### config.mk
export PLATFORM = sky130hd
export DESIGN_NAME = base64url_decoder
export DESIGN_NICKNAME = d
export VERILOG_FILES = /design/src/hdl/b64d_pkg.sv /design/src/hdl/b64d_front.sv /design/src/hdl/b64d_queue.sv /design/src/hdl/b64d_back.sv /design/src/hdl/base64url_decoder.sv
export SDC_FILE = /design/constraint.sdc
export NUM_CORES = 1
export LEC_CHECK = 0
export ABC_AREA = 1
export BUFFER_PORTS_ARGS = -buffer_cell sky130_fd_sc_hd__buf_2
export CAP_MARGIN = 0
export CORE_MARGIN = 5
export CORE_UTILIZATION = 55
export DETAILED_ROUTE_END_ITERATION = 8
export PLACE_DENSITY_LB_ADDON = 0.12
export RECOVER_POWER = 50
export SLEW_MARGIN = 30
export SYNTH_ARGS = -nofsm -noshare
export SYNTH_HDL_FRONTEND = slang
export SYNTH_HIERARCHICAL = 1
export SYNTH_SLANG_ARGS = --single-unit
### constraint.sdc
create_clock -name clk -period 6.17 [get_ports clk]
set_input_delay 0.3085 -clock clk [delete_from_list [all_inputs] [get_ports clk]]
set_output_delay 0.3085 -clock clk [all_outputs]
set_load 0.005 [all_outputs]
### src/hdl/b64d_pkg.sv
// Shared types, constants and the character table of the base64 decoder.
package b64d_pkg;

	localparam logic [7:0] PAD_CHAR    = 8'h3D;
	localparam logic [5:0] SEXTET_62   = 6'd62;
	localparam logic [5:0] SEXTET_63   = 6'd63;
	localparam int         QUEUE_DEPTH = 4;

	typedef struct packed {
		logic [23:0] word;
		logic [1:0]  nbytes;
		logic        last;
	} grp_t;

	typedef struct packed {
		logic valid;
		grp_t grp;
	} head_t;

	function automatic logic [5:0] char_to_sextet(input logic [7:0] c);
		logic [5:0] s;
		s = '0;
		if (c >= 8'h41 && c <= 8'h5A) begin
			s = 6'(c - 8'h41);
		end else if (c >= 8'h61 && c <= 8'h7A) begin
			s = 6'(c - 8'h61 + 8'd26);
		end else if (c >= 8'h30 && c <= 8'h39) begin
			s = 6'(c - 8'h30 + 8'd52);
		end else if (c == 8'h2B || c == 8'h2D || c == 8'h2E) begin
			s = SEXTET_62;
		end else if (c == 8'h2F || c == 8'h5F || c == 8'h2C) begin
			s = SEXTET_63;
		end
		return s;
	endfunction

endpackage

### src/hdl/b64d_front.sv
// Front end: maps characters to sextets, gathers groups and queues them.
module b64d_front (
	input  logic              clk,
	input  logic              arst_n,
	input  logic              in_valid,
	input  logic              in_stall,
	input  logic [7:0]        in_char,
	input  logic              is_last,
	output logic              push,
	output b64d_pkg::grp_t    push_grp
);

	logic [17:0] buf_q;
	logic [1:0]  cnt_q;
	logic        third_q;
	logic [5:0]  sextet;
	logic [23:0] held;
	logic        is_pad;
	logic        close;
	logic        accept;

	always_comb begin
		sextet = b64d_pkg::char_to_sextet(in_char);
		held   = {buf_q, sextet};
		is_pad = (in_char == b64d_pkg::PAD_CHAR);
		close  = is_last || (cnt_q == 2'd3);
		accept = in_valid && !in_stall;
		case (cnt_q)
			2'd0:    push_grp.word = {held[5:0], 18'd0};
			2'd1:    push_grp.word = {held[11:0], 12'd0};
			2'd2:    push_grp.word = {held[17:0], 6'd0};
			default: push_grp.word = held;
		endcase
		if (!is_last) begin
			push_grp.nbytes = 2'd3;
		end else if (cnt_q == 2'd3 && !is_pad) begin
			push_grp.nbytes = 2'd3;
		end else begin
			push_grp.nbytes = 2'd1;
			if (cnt_q == 2'd2 && !is_pad) push_grp.nbytes = 2'd2;
			if (cnt_q == 2'd3 && !third_q) push_grp.nbytes = 2'd2;
		end
		push_grp.last = is_last;
		push          = accept && close;
	end

	always_ff @(posedge clk or negedge arst_n) begin
		if (!arst_n) begin
			buf_q   <= '0;
			cnt_q   <= '0;
			third_q <= 1'b0;
		end else if (accept) begin
			if (close) begin
				buf_q   <= '0;
				cnt_q   <= '0;
				third_q <= 1'b0;
			end else begin
				buf_q <= held[17:0];
				cnt_q <= cnt_q + 2'd1;
				if (cnt_q == 2'd2) third_q <= is_pad;
			end
		end
	end

endmodule

### src/hdl/b64d_queue.sv
// Short group queue between the front and back ends.
module b64d_queue #(
	parameter int DEPTH = b64d_pkg::QUEUE_DEPTH
) (
	input  logic            clk,
	input  logic            arst_n,
	input  logic            push,
	input  b64d_pkg::grp_t  push_grp,
	input  logic            pop,
	output b64d_pkg::head_t head,
	output logic            full
);

	localparam int PW = (DEPTH > 1) ? $clog2(DEPTH) : 1;
	localparam int CW = $clog2(DEPTH + 1);

	b64d_pkg::grp_t entries_q [DEPTH];
	logic [PW-1:0]  wr_ptr_q;
	logic [PW-1:0]  rd_ptr_q;
	logic [CW-1:0]  count_q;

	assign full       = (count_q == CW'(DEPTH));
	assign head.valid = (count_q != '0);
	assign head.grp   = entries_q[rd_ptr_q];

	always_ff @(posedge clk) begin
		if (push) entries_q[wr_ptr_q] <= push_grp;
	end

	always_ff @(posedge clk or negedge arst_n) begin
		if (!arst_n) begin
			wr_ptr_q <= '0;
			rd_ptr_q <= '0;
			count_q  <= '0;
		end else begin
			if (push) begin
				wr_ptr_q <= (wr_ptr_q == PW'(DEPTH - 1)) ? '0 : wr_ptr_q + 1'b1;
			end
			if (pop) begin
				rd_ptr_q <= (rd_ptr_q == PW'(DEPTH - 1)) ? '0 : rd_ptr_q + 1'b1;
			end
			if (push && !pop) begin
				count_q <= count_q + 1'b1;
			end else if (!push && pop) begin
				count_q <= count_q - 1'b1;
			end
		end
	end

endmodule

### src/hdl/b64d_back.sv
// Back end: unpacks each queued group into bytes behind an output register.
module b64d_back (
	input  logic            clk,
	input  logic            arst_n,
	input  b64d_pkg::head_t head,
	output logic            pop,
	output logic            out_valid,
	input  logic            out_stall,
	output logic [7:0]      out_byte,
	output logic            out_last
);

	logic [1:0] idx_q;
	logic       out_valid_q;
	logic [7:0] out_byte_q;
	logic       out_last_q;
	logic       load;
	logic       final_byte;
	logic [7:0] sel_byte;

	always_comb begin
		load       = head.valid && (!out_valid_q || !out_stall);
		final_byte = (idx_q == head.grp.nbytes - 2'd1);
		pop        = load && final_byte;
		case (idx_q)
			2'd0:    sel_byte = head.grp.word[23:16];
			2'd1:    sel_byte = head.grp.word[15:8];
			default: sel_byte = head.grp.word[7:0];
		endcase
	end

	always_ff @(posedge clk) begin
		if (load) begin
			out_byte_q <= sel_byte;
			out_last_q <= head.grp.last && final_byte;
		end
	end

	always_ff @(posedge clk or negedge arst_n) begin
		if (!arst_n) begin
			idx_q       <= '0;
			out_valid_q <= 1'b0;
		end else begin
			if (load) begin
				idx_q <= final_byte ? 2'd0 : idx_q + 2'd1;
			end
			if (load) begin
				out_valid_q <= 1'b1;
			end else if (!out_stall) begin
				out_valid_q <= 1'b0;
			end
		end
	end

	assign out_valid = out_valid_q;
	assign out_byte  = out_byte_q;
	assign out_last  = out_last_q;

endmodule

### src/hdl/base64url_decoder.sv
// Top level of the lenient base64 / base64url decoder.
//
// Input channel: one character per transfer (in_char) with is_last marking
// the final character of a string. Output channel: one decoded byte per
// transfer (out_byte), out_last set on the final byte of the string.
// Both channels transfer when valid is high and stall is low.
// Throughput: one character per cycle while in_stall is low; a group of
// four characters yields three bytes, so the output, at most one byte per
// cycle, keeps pace with the input.
// Once a character closes a group, the group is pushed into the queue; with the
// output register free, its first byte is then loaded from the queue head into
// the output register, and the other bytes follow one per cycle unless stalled.
// The front end gathers sextets and pushes each closed group into a queue
// of QUEUE_DEPTH entries (the user keeps it at least two; not enforced);
// the back end unpacks the head group into a single output register. When
// the receiver stalls, the output register holds; once the queue fills,
// in_stall rises. Reset clears the open group, the queue and the output register.
module base64url_decoder #(
	parameter int QUEUE_DEPTH = b64d_pkg::QUEUE_DEPTH
) (
	input  logic       clk,
	input  logic       arst_n,
	input  logic       in_valid,
	output logic       in_stall,
	input  logic [7:0] in_char,
	input  logic       is_last,
	output logic       out_valid,
	input  logic       out_stall,
	output logic [7:0] out_byte,
	output logic       out_last
);

	logic            push;
	b64d_pkg::grp_t  push_grp;
	logic            pop;
	b64d_pkg::head_t head;
	logic            full;

	assign in_stall = full;

	b64d_front u_front (
		.clk      (clk),
		.arst_n   (arst_n),
		.in_valid (in_valid),
		.in_stall (full),
		.in_char  (in_char),
		.is_last  (is_last),
		.push     (push),
		.push_grp (push_grp)
	);

	b64d_queue #(
		.DEPTH (QUEUE_DEPTH)
	) u_queue (
		.clk      (clk),
		.arst_n   (arst_n),
		.push     (push),
		.push_grp (push_grp),
		.pop      (pop),
		.head     (head),
		.full     (full)
	);

	b64d_back u_back (
		.clk       (clk),
		.arst_n    (arst_n),
		.head      (head),
		.pop       (pop),
		.out_valid (out_valid),
		.out_stall (out_stall),
		.out_byte  (out_byte),
		.out_last  (out_last)
	);

endmodule

* Word level (Yosys, flattened, before mapping)
Memory sizes are Yosys's and may differ from the RTL's. Index checks and enable logic that the tools add are counted.
Word-level totals: register bits after elaboration 40, output and inout port bits 11, RAM bits 108, input bits 13, memories 1
Memory list:
- u_queue.entries_q | words 4, width 27, read ports 1, clocked after Yosys merged registers in 0, write ports 1, RTL line b64d_queue.sv:17 | b64d_pkg::grp_t entries_q [DEPTH];
Operators by class: equality and inequality tests 16, muxes and demuxes 24, add/sub/neg operators 12, reduce and logical (&&, ||, !) cells 32, order comparisons 6
Operators by type and width (number):
- $pmux W24 S3 | 1
- $eq A8 B6 Y1 const B | 6
- $mux W6 | 5
- $mux W18 | 1
- $ge A8 B7 Y1 const B | 2
- $le A8 B7 Y1 const B | 2
- $mux W2 | 8
- $pmux W8 S2 | 1
- $logic_and A1 B1 Y1 | 13
- $sub A6 B6 Y6 const B | 2
- $add A2 B1 Y2 const B | 4
- $eq A2 B2 Y1 const B | 4
- $eq A8 B7 Y1 const B | 1
- $ge A8 B6 Y1 const B | 1
- $le A8 B6 Y1 const B | 1
- $logic_not A1 Y1 | 7
- $add A6 B5 Y6 const B | 1
- $add A6 B6 Y6 const B | 1
- $logic_or A1 B1 Y1 | 6
- $mux W1 | 6
- $mux W3 | 2
- $sub A6 B1 Y6 const B | 1
- $eq A2 B1 Y1 const B | 2
- $logic_not A2 Y1 | 2
- other kinds (9) | 10

* Logic depth before layout (Yosys ltp)
Gate-level depths: netlist of run 1.
word-level depth 9, depth in mapped cells 20

* By module
The synthesis of run 1 kept the hierarchy.
Modules (own cells, without submodules):
- b64d_queue | area each 4734.5 µm², times used 1, seq. area each 3418.3 µm², cells an instance 366
- b64d_front | area each 2084.5 µm², times used 1, seq. area each 525.5 µm², cells an instance 294
- b64d_back | area each 640.6 µm², times used 1, seq. area each 345.3 µm², cells an instance 69

* Worst setup path before layout of run 1
OpenSTA, ideal clock, no wires.
kind register -> register, start point reg u_queue.rd_ptr_q[0], end point reg u_queue.count_q[1], slack 3894 ps, stages on the path, launching flop included 17, library setup time 117 ps, arrival 2159 ps, period minus slack after synthesis 2276 ps, data required time 6053 ps, cells stage by stage dfrtp_1 inv_2 buf_2 nand2_1 o211ai_1 nand2_1 inv_1 nand2_2 nand3_1 nand2_2 nor2_1 inv_1 ha_1 inv_1 fa_1 nand2_1 nand2_1
RTL lines:
- start: declaration | RTL line b64d_queue.sv:19 | logic [PW-1:0] rd_ptr_q;
- start signal: assignment | RTL line b64d_queue.sv:40 | rd_ptr_q <= (rd_ptr_q == PW'(DEPTH - 1)) ? '0 : rd_ptr_q + 1'b1;
- end signal: assignment | RTL line b64d_queue.sv:43 | count_q <= count_q + 1'b1;
- end signal: assignment | RTL line b64d_queue.sv:45 | count_q <= count_q - 1'b1;
- end: declaration | RTL line b64d_queue.sv:20 | logic [CW-1:0] count_q;

==> results of run 1 <==
[sequential cells by signal (all words and copies together) (netlist names)]
name	cells
u_back/idx_q	2
u_back/out_byte	8
u_back/out_last	1
u_back/out_valid	1
u_front/buf_q	18
u_front/cnt_q	2
u_front/third_q	1
u_queue/count_q	3
u_queue/entries_q	108
u_queue/rd_ptr_q	2
u_queue/wr_ptr_q	2
[kinds of logic after synthesis]
group / synth area share, %
DFF: 57.5
buffers and inverters: 8.50
AOI/OAI and AO/OA: 12.3
and+or+nand+nor: 16.6
adders and majority gates: 4.13
xor gates and xnor gates: 0.939
[worst min path at each step]
stage / startpoint / end / slack, ps / cells past startpoint
finish: out_stall / u_back/out_valid$_DFFE_PN0P_ / 120 / 3
global route: out_stall / u_back/out_valid$_DFFE_PN0P_ / 140 / 3
CTS: out_stall / u_back/out_valid$_DFFE_PN0P_ / 110 / 3
detailed placement: arst_n / u_back/idx_q[0]$_DFFE_PN0P_ / 420 / 1
global placement: arst_n / u_back/idx_q[0]$_DFFE_PN0P_ / 400 / 1
floorplan: arst_n / u_back/idx_q[0]$_DFFE_PN0P_ / 10 / 0
[routing by layer]
| layer | share of wire, % | track usage [%] | vias up | wire, µm |
|---|---|---|---|---|
| met4 | 2.2 | 8.01 | 0 | 344 |
| met3 | 4.5 | 5.25 | 23 | 703 |
| met2 | 49 | 33.0 | 135 | 7660 |
| met1 | 45 | 27.3 | 2460 | 6990 |
| li1 | - | - | 2501 | - |
| met5 | 0 | 0 | - | 0 |
[repair_timing]
action | in CTS | in global routing
setup endpoints to repair | 0 | 0
hold endpoints to repair | 31 | 0
hold buffers | 1 | 0
[cells in the final DEF, fill, tap and decap left out, types with 6 or more instances in the layout]
| cell | n |
|---|---|
| o211ai_1 | 45 |
| ha_1 | 23 |
| nand2_1 | 178 |
| o211ai_2 | 9 |
| edfxtp_1 | 117 |
| dfrtp_1 | 31 |
| nor2_1 | 42 |
| nand2_2 | 14 |
| a22oi_1 | 8 |
| nand3_1 | 26 |
| inv_1 | 102 |
| nand2_4 | 6 |
| buf_2 | 16 |
| clkbuf_1 | 10 |
| inv_2 | 9 |
| a21oi_1 | 12 |
| o22ai_1 | 24 |
| o21ai_0 | 14 |
| a221oi_1 | 6 |
| clkbuf_16 | 17 |
[cell type report]
type,instances,area (µm²),share of cell area [%]
Clock buffer,24,492,5.99
Clock inverter,8,124,1.51
Inverter,115,444,5.41
Multi-Input combinational cell,437,2510,30.6
Sequential cell,148,4290,52.3
Tap cell,176,220,2.68
Timing Repair Buffer,25,124,1.51
[power by group through the flow]
stage	sequential (mW)	combinational (mW)	clock (mW)
finish	1.45	1.19	1.06
detailed placement	1.47	1.20	0
floorplan	1.43	0.924	0
CTS	1.45	1.21	1.08
global route	1.47	1.32	1.13
global placement	1.46	1.16	0
[per-stage QoR]
stage / total power [mW] / hold slack (ps) / util, %
2_1_floorplan: 2.35 / 12.9 / -
3_3_place_gp: 2.62 / 403 / 57.3
3_5_place_dp: 2.67 / 418 / 57.3
4_1_cts: 3.74 / 108 / 62.0
5_1_grt: 3.93 / 138 / 61.7
6_report: 3.70 / 123 / 61.7
[tightest hold or removal path, cell delays in order]
cell and delay, ps:
buf_2 70, nand2_1 60, nand2_1 60
==> results.md, run 1 <==
- Crit-path max FO: 29
- Slew of the pin with the lowest slew margin: 1810 ps
- CTS resizes: 0
- Routed Antenna Nets: 0
- Vias/cell: 5.49
- Gr ovfl total: 0
- Proportion of layout cells with a drive suffix above 1: 12.5%
- Sw power: 1.31 mW
- Non-Filler Instances: 933
- Chip width: 126 µm
- Core area: 13300 µm²
- CTS sink cnt: 148
- Sequential area share after synthesis: 57.5%
- First-pass GRT wire length: 25700 µm
- Antenna violations before repair: 0
- Yosys top cell area share: 47.1%
- Largest net degree at the start of global routing: 92
- Post-DP HPWL: 10700 µm
- CTS Buffer Depth: 2
- Final instance area: 8210 µm²
- Placed cell areas: 7610 µm²
- Worst Skew: 20.4 ps
- Final setup violation count: 0
- Site Rows: 42
- Setup WS pre-CTS: 2690 ps
- Switching part of the total: 35.4%
- Levels on crit path: 17
- Clock slew at reported path FFs: 60 ps
- Largest stage delay on the critical path: 990 ps
- Power Dens Cells: 451 nW/µm²
- Crit-path leading delay family: buffers and inverters
- Worst Setup End Kind: flip-flop
- Sequential power share: 39.2%
- Leading area contributor after synthesis: edfxtp_1
- Mapped cell area: 7460 µm²
- Critical path data required time: 6490 ps
- Critical path, cell by cell: inv_1 -> o211ai_1 -> nand2_1 -> nand2_1 -> nand2_1 -> nand2_1 -> nand2_1 -> nor2_1 -> inv_1 -> ha_1 -> inv_1 -> fa_1 -> inv_1 -> nand2_1 -> nand3_1 -> nand2_1 -> nand2_1
- P&R area growth vs syn: 10.0%
- Max rail drop VDD: 266 µV
- MaxCap Viol Count: 1
- DR vias: 5119
- Dominant cell by count in the synthesized netlist: nand2_1
- Critical Path End: u_queue/count_q[2]$_DFFE_PN0P_
- Synth Warn #: 6
- Internal Power: 2.39 mW
- Ys flop type: edfxtp_1
- Initial Util: 56.1%
- Placer Congestion: 0.865
- DRC errors left: 0
- Post-synth EDFFs: 117
- Buf+Inv Stages, Crit Path: 4
- Setup CP Type: reg2reg
- Post-CTS Setup Inserts: 0
- Clock power share: 28.6%
- Startpoint types: flip-flop
- Fin. Hold Viols: 0
- Chip height: 126 µm
- Ports: 24
- Fin crit period: 3940 ps
- Reg2Reg Setup Slack: 2230 ps
- Max-Slew Margin vs Limit: -20.4%
- Setup TNS: 0 ps
- Failing checks: capacitance limit, slew limit
- Total Wirelength: 15700 µm
- PortBufs: 23
- # fillers: 1100
- DP Cell Count: 900
- FF+latch count, synth: 148
- Worst Setup SP: u_queue/rd_ptr_q[1]$_DFFE_PN0P_
- CP arrival: 4250 ps
- Final Slew Violations: 32
- Drt pass-1 iters: 5
- Final Cycle Share: 63.8%
- R2r endpoint: u_queue/count_q[2]$_DFFE_PN0P_
- Asr flop ratio synth: 20.9%
- CTS root buf: clkbuf_16
- Routed length per instance: 16.8 µm
- Distinct cells, synth: 42
- Total GRT Usage: 20.7%
- Lkg Pwr: 3.52 nW
- Unrepaired setup endpoints after global routing: false
- Status: finished, violations left
- Synth cell count leaders: nand2_1 (177), edfxtp_1 (117), inv_1 (104), o211ai_1 (45), nor2_1 (42)
- FF-to-FF Start: u_queue/rd_ptr_q[1]$_DFFE_PN0P_
- Largest cells by area after synthesis: edfxtp_1 (47%), dfrtp_1 (10%), nand2_1 (8.9%)
- Syn Nets: 766
- CP dominant cell by count: nand2_1
- Synthesized area per cell: 10.2 µm²
- Fin nets: 781
- DRT iter0 DRCs: 362
- Worst Hold Class: in2reg
- Gate power share: 32.2%
- TritonCTS Buffers: 17
- Final worst setup slack: 2230 ps
- ANT cells: 0
- CTS tree: done
- # H-tree levels: 4
- Die area: 16000 µm²
- Post-Syn Instances: 729
- FMAX: 254 MHz
- Number of global-route vias before repair: 5069
- R2R depth: 17
- Slowest library cell on the worst path: dfrtp_1
- Latest clock arrival within the worst-skew pair: 430 ps
Note: power is estimated with default switching activity, not from simulation.
==> inputs of run 2 (changes only) <==
--- a/config.mk
+++ b/config.mk
@@ -5,7 +5,7 @@
 export SDC_FILE = /design/constraint.sdc
 export NUM_CORES = 1
 export LEC_CHECK = 0
-export ABC_AREA = 1
+export ABC_AREA = 0
 export BUFFER_PORTS_ARGS = -buffer_cell sky130_fd_sc_hd__buf_2
 export CAP_MARGIN = 0
 export CORE_MARGIN = 5
==> constraint.sdc (replaced) <==
create_clock -name clk -period 4 [get_ports clk]
set_input_delay 0.2 -clock clk [delete_from_list [all_inputs] [get_ports clk]]
set_output_delay 0.2 -clock clk [all_outputs]
set_load 0.005 [all_outputs]
==> run 2 against run 1 <==
Against the previous run:
- the flow still finishes with violations (capacitance limit, slew limit)
- clock skew is 14 ps lower
- final area down 6.2%
- total power grew 43%
- count of clock-buffer cells in the layout decreased by 2
- worst hold slack worse by 100 ps
- via count decreased by 22%
- register-to-register slack worse by 1500 ps
- die area is 6.8% lower
- first-iteration DRC count is 15% lower
==> results.md, run 2 <==
- Post-DP HPWL: 8660 µm
- Die area: 14900 µm²
- Status: finished, violations left
- Critical Path End: u_queue/entries_q[2][25]$_DFFE_PP_
- R2R depth: 6
- Total Power: 5.30 mW
- Synthesized area per cell: 15.0 µm²
- Ys flop type: edfxtp_1
- PortBufs: 23
- Lkg Pwr: 2.77 nW
- Fin. Hold Viols: 0
- Setup TNS: 0 ps
- Distinct cells, synth: 68
- Syn Nets: 499
- Number of global-route vias before repair: 4100
- DRC errors left: 0
- Hold-fix buffers at CTS: 1
- Setup CP Type: reg2reg
- # H-tree levels: 4
- Unrepaired setup endpoints after global routing: false
- Critical path data required time: 4040 ps
- Latest clock arrival within the worst-skew pair: 420 ps
- Power Dens Cells: 688 nW/µm²
- Total GRT Usage: 20.0%
- Chip height: 122 µm
- Most common cell after layout, fill and taps aside: edfxtp_1
- Proportion of layout cells with a drive suffix above 1: 17.7%
- Final Cycle Share: 80.6%
- Worst Skew: 6.75 ps
- CP arrival: 3260 ps
- Worst Hold Class: in2reg
- TritonCTS Buffers: 17
- Synth cell count leaders: edfxtp_1 (117), nand2_1 (43), dfrtp_1 (31), mux4_2 (26), ha_1 (23)
- Crit-path max FO: 27
- Asr flop ratio synth: 20.9%
- FF-to-FF Start: u_front/cnt_q[0]$_DFFE_PN0P_
- CTS tree: done
- Antenna violations before repair: 0
- Drt pass-1 iters: 5
- Fin nets: 528
- Routed Antenna Nets: 0
- Max FFs per register: 108
- Ports: 24
- Slowest library cell on the worst path: clkbuf_1
- Placer Congestion: 0.896
- Largest net degree at the start of global routing: 32
- Fin crit period: 3220 ps
- Site Rows: 41
- Reg2Reg Setup Slack: 780 ps
- Largest stage delay on the critical path: 810 ps
- Startpoint types: flip-flop
- Failing checks: capacitance limit, slew limit
- Post-Syn Instances: 462
- FF+latch count, synth: 148
- CTS root buf: clkbuf_16
- Leading area contributor after synthesis: edfxtp_1
- Core area: 12500 µm²
- Max rail drop VDD: 339 µV
- Total Wirelength: 13300 µm
- Synth Warn #: 6
- Post-synth EDFFs: 117
- CTS sink cnt: 148
- First-pass GRT wire length: 22000 µm
- Hold Path Depth: 3
- DR vias: 4013
- Largest Register: u_queue/entries_q
- Most frequent cells in the layout: edfxtp_1 (117), nand2_1 (43), dfrtp_1 (31)
- CP dominant cell by count: nor2_1
- Routed length per instance: 19.6 µm
- Sequential area share after synthesis: 62.1%
- FMAX: 310 MHz
- P&R area growth vs syn: 11.5%
- MaxCap Viol Count: 1
- CTS Buffer Depth: 2
- R2r endpoint: u_queue/entries_q[2][25]$_DFFE_PP_
- Clock slew at reported path FFs: 60 ps
- Max-Slew Margin vs Limit: -18.9%
- Mapped cell area: 6910 µm²
- Dominant cell by count in the synthesized netlist: edfxtp_1
- DRT iter0 DRCs: 306
- ANT cells: 0
- Final setup violation count: 0
- Worst Setup SP: u_front/cnt_q[0]$_DFFE_PN0P_
- Final Slew Violations: 32
- Largest cells by area after synthesis: edfxtp_1 (51%), dfrtp_1 (11%), mux4_2 (8.5%)
- Initial Util: 55.4%
- Yosys top cell area share: 50.9%
- Slew of the pin with the lowest slew margin: 1780 ps
- CTS resizes: 0
- Worst Setup End Kind: flip-flop
- Chip width: 122 µm
- Gr ovfl total: 0
- Critical path, cell by cell: ha_1 -> clkbuf_1 -> nor2_1 -> nor2_1 -> and2_1 -> clkbuf_2
- Post-CTS Setup Inserts: 0
- Vias/cell: 5.94
==> run 2: metrics by stage <==
step           instances  util [%]  setup slack [ps]  instance area [µm²]  hold slack, ps
3_3_place_gp         643      57.3              1190                 7140             292
2_1_floorplan        462         -              1260                 6910           -95.6
5_1_grt              676      61.8               479                 7700            41.0
4_1_cts              676      62.4              1120                 7770            6.44
6_report             676      61.8               778                 7700            22.0
3_5_place_dp         643      57.3              1110                 7140             304
==> run 2: worst min-delay path by stage <==
| stage | from | end | slack [ps] |
|---|---|---|---|
| after global placement | arst_n | u_back/idx_q[0]$_DFFE_PN0P_ | 290 |
| after detailed placement | arst_n | u_back/idx_q[0]$_DFFE_PN0P_ | 300 |
| after floorplan | arst_n | u_back/idx_q[0]$_DFFE_PN0P_ | -100 |
| after CTS | out_stall | u_back/out_valid$_DFFE_PN0P_ | 6 |
| final | out_stall | u_back/out_valid$_DFFE_PN0P_ | 20 |
| after global routing | out_stall | u_back/out_valid$_DFFE_PN0P_ | 40 |
==> run 2: power by group <==
part           internal (mW)  switching [mW]  total, mW
Sequential              2.03           0.126       2.16
Clock                   1.07           0.577       1.65
Combinational          0.626           0.872       1.50
==> run 2: cell type report <==
class                      count  area [µm²]
inverter                      22        82.6
clock inverter                10         155
tap                          172         215
fill                         943        4760
multi-input combinational    269        2330
sequential                   148        4290
timing repair buffer          33         168
clock buffer                  22         464
==> run 2: layer usage <==
layer / vias up / share of wire, % / GRT usage [%]
met5: - / 0 / 0
met4: 0 / 2.5 / 9.45
met3: 26 / 4.5 / 4.74
met2: 101 / 48 / 30.9
met1: 2047 / 45 / 26.9
li1: 1839 / - / -
==> run 2: critical path: cells and delay by family (launching register included) <==
family,cells,cell delay (ps)
DFF,1,410
buffers and inverters,2,1440
adders and majority gates,1,170
and+or+nand+nor,3,800
==> run 2: cells by family (layout without fill, tap and decap cells) <==
logic type | Yosys count | count (layout) | share of synthesized area (%)
AO/OA/AOI/OAI | 96 | 96 | 11.3
XOR/XNOR | 10 | 10 | 1.27
adder cells (fa/ha/maj) | 24 | 24 | 4.46
multiplexers | 31 | 31 | 9.51
flip-flops | 148 | 148 | 62.1
AND/OR/NAND/NOR | 108 | 108 | 7.81
buffers and inverters | 45 | 87 | 3.57
==> inputs of run 3 (changes only) <==
==> constraint.sdc (replaced) <==
create_clock -name clk -period 2.9 [get_ports clk]
set_input_delay 0.145 -clock clk [delete_from_list [all_inputs] [get_ports clk]]
set_output_delay 0.145 -clock clk [all_outputs]
set_load 0.005 [all_outputs]
==> run 3 against run 2 <==
Against the previous run:
- flip-flop and latch count stayed put
- sequential share of layout area down 0.41 points
- largest cell class unchanged
- final area is 0.78% higher
- the flow still finishes with violations (capacitance limit, slew limit)
- largest power group unchanged
- utilization rose by 0.48 points
- maximum frequency increased by 19%
- non-clock buffer count rose by 5
- critical path type unchanged
==> results.md, run 3 (synthesis gave the netlist of run 2 again) <==
- Status: finished, violations left
- Failing checks: capacitance limit, slew limit
- Total GRT Usage: 19.6%
- MaxCap Viol Count: 1
- Gate power share: 29.3%
- Placer Congestion: 0.916
- Chip width: 122 µm
- DP Cell Count: 646
- DRC errors left: 0
- CTS tree: done
- Switching part of the total: 30.2%
- Max FFs per register: 108
- Hold Path Origin: in_char[0]
- Lkg Pwr: 2.79 nW
- # H-tree levels: 4
- Final Slew Violations: 32
- Crit-path max FO: 5
- Max rail drop VDD: 511 µV
- Clock power share: 29.5%
- Routed length per instance: 19.6 µm
- TritonCTS Buffers: 17
- Worst Setup End Kind: flip-flop
- Largest net degree at the start of global routing: 32
- Fin. Hold Viols: 0
- Ports: 24
- Slowest library cell on the worst path: mux4_2
- Sequential power share: 41.1%
- Final instance area: 7760 µm²
- Site Rows: 41
- FF-to-FF Start: u_queue/rd_ptr_q[0]$_DFFE_PN0P_
- Final setup violation count: 0
- Fin crit period: 2720 ps
- Sw power: 2.18 mW
- Slew of the pin with the lowest slew margin: 1850 ps
- Clock slew at reported path FFs: 60 ps
- Total Wirelength: 13300 µm
- Post-DP HPWL: 8620 µm
- Gr ovfl total: 0
- P&R area growth vs syn: 12.4%
- Latest clock arrival within the worst-skew pair: 420 ps
- Power Dens Cells: 930 nW/µm²
- Antenna violations before repair: 0
- Drt pass-1 iters: 4
- Buf+Inv Stages, Crit Path: 3
- Most common cell after layout, fill and taps aside: edfxtp_1
- PortBufs: 23
- Setup CP Type: reg2reg
- CTS sink cnt: 148
- R2R depth: 10
- FMAX: 368 MHz
- Total Power: 7.22 mW
- Worst Hold Class: in2reg
- Max-Slew Margin vs Limit: -23.1%
- Post-Route Utilization: 62.3%
- Worst Hold End: u_front/buf_q[0]$_DFFE_PN0P_
- CTS root buf: clkbuf_16
- Largest stage delay on the critical path: 540 ps
- Largest Register: u_queue/entries_q
- Final Cycle Share: 93.7%
- Post-CTS Setup Inserts: 0
- CP arrival: 3030 ps
- Worst Skew: 7.54 ps
- Vias/cell: 5.79
- Die area: 14900 µm²
- Proportion of layout cells with a drive suffix above 1: 20.3%
- CP dominant cell by count: inv_1
- Final worst setup slack: 182 ps
- CTS Buffer Depth: 2
- Critical path data required time: 3210 ps
- # fillers: 965
- Chip height: 122 µm
- Routed Antenna Nets: 0
- Startpoint types: flip-flop
- Reg2Reg Setup Slack: 180 ps
- DR vias: 3938
- DRT iter0 DRCs: 257
- Setup TNS: 0 ps
- Crit-path leading delay family: multiplexers
- Internal Power: 5.04 mW
- Initial Util: 55.4%
- Setup WS pre-CTS: 124 ps
- Number of global-route vias before repair: 4057
- Most frequent cells in the layout: edfxtp_1 (117), nand2_1 (43), dfrtp_1 (30)
- Non-Filler Instances: 680
- Worst hold margin: 225 ps
- ANT cells: 0
- R2r endpoint: u_queue/count_q[1]$_DFFE_PN0P_
- Core area: 12500 µm²
- First-pass GRT wire length: 21800 µm
- Critical path, cell by cell: buf_4 -> mux4_2 -> nor3_1 -> a21oi_2 -> nor2_1 -> inv_1 -> ha_2 -> inv_1 -> fa_1 -> mux2_2
- Hold Path Depth: 3
- Fin nets: 533
- Placed cell areas: 7170 µm²
## run 3: cell count changes in the layout (fill, tap and decap cells not counted), moves of 2 or more
cell / before / now
buf_4: 5 / 11
a21oi_1: 10 / 7
a21oi_2: 0 / 3
and2_0: 3 / 0
and2_1: 4 / 7
clkbuf_2: 2 / 0
clkbuf_8: 2 / 0
dlygate4sd3_1: 1 / 3
o21ai_0: 19 / 17
o21ai_2: 1 / 3
## run 3: area by class of cell
type,instances,area [µm²],share of cell area (%)
sequential,148,4290,55.3
multi-input combinational,269,2380,30.6
clock buffer,21,440,5.67
timing repair buffer,38,220,2.84
tap,172,215,2.77
clock inverter,10,134,1.72
inverter,22,82.6,1.06
## run 3: power groups by stage
stage,Clock [mW],Sequential [mW],Combinational [mW]
global route,2.26,3.01,2.36
global placement,0,2.99,2.11
detailed placement,0,3.01,2.15
finish,2.13,2.97,2.12
CTS,2.16,2.97,2.16
floorplan,0,2.97,1.61
## run 3: repair_timing
| action | CTS | global route |
|---|---|---|
| hold buffers | 3 | 0 |
| setup endpoints to repair | 0 | 1 |
| resized for setup | 0 | 2 |
| hold endpoints to repair | 36 | 0 |
## run 3: worst max path at each step
stage               slack (ps)                            start                            endpoint  cells after the start
floorplan                  160  u_queue/rd_ptr_q[0]$_DFFE_PN0P_      u_queue/count_q[2]$_DFFE_PN0P_                     13
global placement           210                       in_char[2]  u_queue/entries_q[0][21]$_DFFE_PP_                      9
detailed placement         120                       in_char[1]  u_queue/entries_q[0][10]$_DFFE_PP_                      9
CTS                        150  u_queue/rd_ptr_q[0]$_DFFE_PN0P_      u_queue/count_q[1]$_DFFE_PN0P_                     10
global route                -5  u_queue/rd_ptr_q[0]$_DFFE_PN0P_      u_queue/count_q[2]$_DFFE_PN0P_                     12
finish                     180  u_queue/rd_ptr_q[0]$_DFFE_PN0P_      u_queue/count_q[1]$_DFFE_PN0P_                     10
## run 3: tightest hold or removal path, stage by stage
cell	delay, ps
buf_2	180
a211oi_2	150
o21ai_1	130
## run 3: layer usage
layer  global-route usage [%]  up-vias  routed length, µm
li1                         -     1856                  -
met1                     26.6     1993               6020
met2                     31.0       75               6660
met3                     5.06       14                497
met4                     7.00        0                154
met5                        0        -                  0
